[config.mk]
export PLATFORM = sky130hd
export DESIGN_NAME = wvbd_ram
export DESIGN_NICKNAME = d
export VERILOG_FILES = /design/src/rtl/core/wvbd_ram.sv
export SDC_FILE = /design/constraint.sdc
export NUM_CORES = 1
export LEC_CHECK = 0
export ABC_CLOCK_PERIOD_IN_PS = 3700
export BUFFER_PORTS_ARGS = -buffer_cell sky130_fd_sc_hd__buf_2
export CAP_MARGIN = 20
export CORE_ASPECT_RATIO = 0.8
export CORE_UTILIZATION = 30
export CTS_BUF_LIST = sky130_fd_sc_hd__clkbuf_16
export DETAILED_ROUTE_END_ITERATION = 8
export GPL_TIMING_DRIVEN = 0
export SLEW_MARGIN = 25
export SYNTH_ARGS = -nofsm -noshare
export SYNTH_HDL_FRONTEND = slang
export SYNTH_SLANG_ARGS = --single-unit
[constraint.sdc]
create_clock -name clk -period 3.7 [get_ports clk]
set_input_delay 0.74 -clock clk [delete_from_list [all_inputs] [get_ports clk]]
set_output_delay 0.74 -clock clk [all_outputs]
set_load 0.005 [all_outputs]
[src/rtl/core/wvbd_ram.sv]
// Generic simple dual-port RAM with registered read.
module wvbd_ram #(
  parameter int WIDTH = 16,
  parameter int DEPTH = 64
) (
  input  logic                 clk,
  input  logic                 we,
  input  logic [((DEPTH > 1) ? $clog2(DEPTH) : 1)-1:0] waddr,
  input  logic [WIDTH-1:0]     wdata,
  input  logic [((DEPTH > 1) ? $clog2(DEPTH) : 1)-1:0] raddr,
  output logic [WIDTH-1:0]     rdata
);

  logic [WIDTH-1:0] mem [DEPTH];

  always_ff @(posedge clk) begin
    if (we) begin
      mem[waddr] <= wdata;
    end
    rdata <= mem[raddr];
  end

endmodule

==> metrics.cfg <==
[status]
status=finished, violations left
violations=design-rule violations

[global_route]
grt_pass1_wl_um=148000
antenna_found_initial=11
grt_start_max_net_pins=65
grt_pass1_vias=19900
grt_util_all_layers_pct=15.5
grt-ovfl-total=0

[placed_design]
place_ws_ns=-0.111
port_buffers=38
dp.cells=3685
gp_congestion=0.905
place_area_um2=43400
hpwl_um=70300

[die]
die_w_um=410
ioPinCount=46
dieArea_um2=135000
core.rowCount=119
die_h_um=329
core_area_um2=132000
start_util_pct=30.3

[yosys]
synth_area_leaders=edfxtp_1, mux4_2, mux2i_1
synth_top_family_by_area=multiplexers
synthMuxAreaShare_pct=15.5
syn-cell-area_um2=40000
syn_area_per_cell_um2=21.9
syn_nets=1859
yosys.area.top_type=edfxtp_1
synth_top_flop_cell=edfxtp_1
synth_seq_cells=1040
synth_compound_area_share_pct=2.41
synth_top_area_share_pct=76.8
synth_fa_ha_area_share_pct=0
synth_warnings=0
synthXorXnorAreaFrac_pct=0
async_flop_share_pct=0
synth-simple-area-share_pct=2.65
synthCells=1829
synth-seq-area-share_pct=77.6
synth_edf_count=1024
synth_cell_types=43

[timing]
fin_crit_sh_pct=91.5
grt_setup_unrepaired=false
setup_viol=0
whs_ns=0.501
fin_tns_setup_ns=0
slew_viol_final=0
period_needed_ns=3.39
fin_ws_ns=0.314
maxSlewHeadroom_pct=19.6
hold_viol=0
tightest_slew_ns=1.20
fmax_mhz=295
fin_skew_ns=0.0181

[finish]
fillerInstances=12000
nets=2054
design_area_um2=46300
final_cells=3858
final_util_pct=35.1
syn_to_final_growth_pct=15.7
drive_gt1_share_pct=29.7

[critical_path]
worstPathCellList=buf_2 > buf_2 > buf_2 > buf_2 > mux2i_1 > nand3_1 > a31oi_1 > a311oi_1
cp_top_family=buffers and inverters
cp-endpoint=rdata[3]$_DFF_P_
crit_start=raddr[2]
crit_required_ns=4.18
crit_fanout=10
cp_num_buf_inv=4
end_kind=register
crit_path_max_incr_delay_ns=0.85
critPathKind=primary input to register
r2r_slack_ns=0.99
cp.depth=8
r2r_cells=5
r2r-start=mem[23][1]$_DFFE_PP_
cp_slowest_cell=a31oi_1
cpMostUsedCell=buf_2
r2r-end=rdata[1]$_DFF_P_
cp_data_arrival_time_ns=3.87
start_kind=primary input

[clock_tree]
cts_buffers=91
clkSinkCount=1040
root_buffer=clkbuf_16
post-cts-setup-buffer-count=0
h-tree-depth=3
clock_latency_ns=0.68
hold_buffers=0
postCtsResizedCells=0
cts_tree=built
max-clock-path-buffers=3
path_clk_slew_ns=0.06

[power_and_ir_drop]
power_density_nw_per_um2=514
ir_drop_uv=354
finalPower_mw=23.8
p_leak_nw=14.4

[drt]
wl_um=105000
drt_iter0_markers=2581
wl_per_cell_um=27.2
first_pass_iters=8
drc_errors=12
dr_total_vias=20100
viasPerCell=5.21
drtAntennaViolNets=0

[hold_path]
worstHoldPathType=primary input to register

[job]
drv_cap=0

[sequential cells by signal, indices dropped and copies added (netlist names)]
name / flops
rdata: 16
mem: 1024
[report_power, final]
part | switching [mW] | internal [mW] | total (mW) | leakage (nW)
Clock | 4.25 | 5.18 | 9.42 | 1.52
Sequential | 0.0280 | 13.0 | 13.1 | 9.35
Combinational | 0.889 | 0.461 | 1.35 | 3.58
Total | 5.16 | 18.7 | 23.8 | 14.4
[cell type report]
cell class	instances	area, um2	area share (%)
tap	1754	2190	4.74
sequential	1040	31100	67.0
multi-input combinational	685	8400	18.1
timing repair buffer	102	1020	2.20
antenna	3	7.51	0.0162
clock buffer	96	2400	5.18
clock inverter	74	512	1.10
buffer	104	733	1.58
[cells in the final DEF (no fill, tap or decap), types with 10 or more instances in the layout]
master / count
clkinv_1: 22
nand3_1: 24
nor2_2: 64
nand2_1: 59
edfxtp_1: 1024
a22oi_1: 39
buf_2: 58
a21oi_1: 17
inv_1: 20
nor2b_1: 30
clkinv_2: 20
buf_4: 33
nor2_1: 10
buf_8: 18
buf_6: 60
nand4_1: 12
dfxtp_1: 16
clkbuf_1: 24
clkbuf_16: 96
mux2_2: 27
mux2i_1: 85
a221oi_1: 16
mux4_2: 220
[routing by layer]
| layer | track usage (%) | vias up | routed length [um] |
|---|---|---|---|
| met5 | 0 | - | 33 |
| li1 | - | 8082 | - |
| met1 | 22.6 | 10800 | 45500 |
| met4 | 3.55 | 6 | 2030 |
| met2 | 22.8 | 1058 | 46000 |
| met3 | 4.46 | 141 | 11300 |
[cell usage after synthesis, types with 8 or more instances]
cell and number:
edfxtp_1 1024, mux4_2 220, mux2i_1 85, nor2_1 72
nand2_1 59, a22oi_1 39, buf_2 36, nor2b_1 30
mux2_2 27, clkbuf_1 24, nand3_1 24, a21oi_1 17
buf_6 17, a221oi_1 16, dfxtp_1 16, buf_4 13
nand4_1 12, a211o_1 8, a211oi_1 8, a311oi_1 8
a31oi_1 8
[kinds of logic after synthesis]
| logic type | Yosys count |
|---|---|
| compound gates | 129 |
| mux | 336 |
| flops | 1040 |
| simple gates | 220 |
| buf+inv | 104 |
[worst min-delay path by stage]
stage	from	endpoint	cells after the start	slack (ns)
after CTS	wdata[3]	mem[12][3]$_DFFE_PP_	1	0.46
after global placement	mem[36][12]$_DFFE_PP_	rdata[12]$_DFF_P_	4	0.89
after global routing	wdata[3]	mem[12][3]$_DFFE_PP_	1	0.48
after floorplan	mem[62][10]$_DFFE_PP_	rdata[10]$_DFF_P_	5	0.75
after detailed placement	mem[36][12]$_DFFE_PP_	rdata[12]$_DFF_P_	4	0.90
final	wdata[3]	mem[24][3]$_DFFE_PP_	1	0.50
Note: power is estimated with default switching activity, not from simulation.
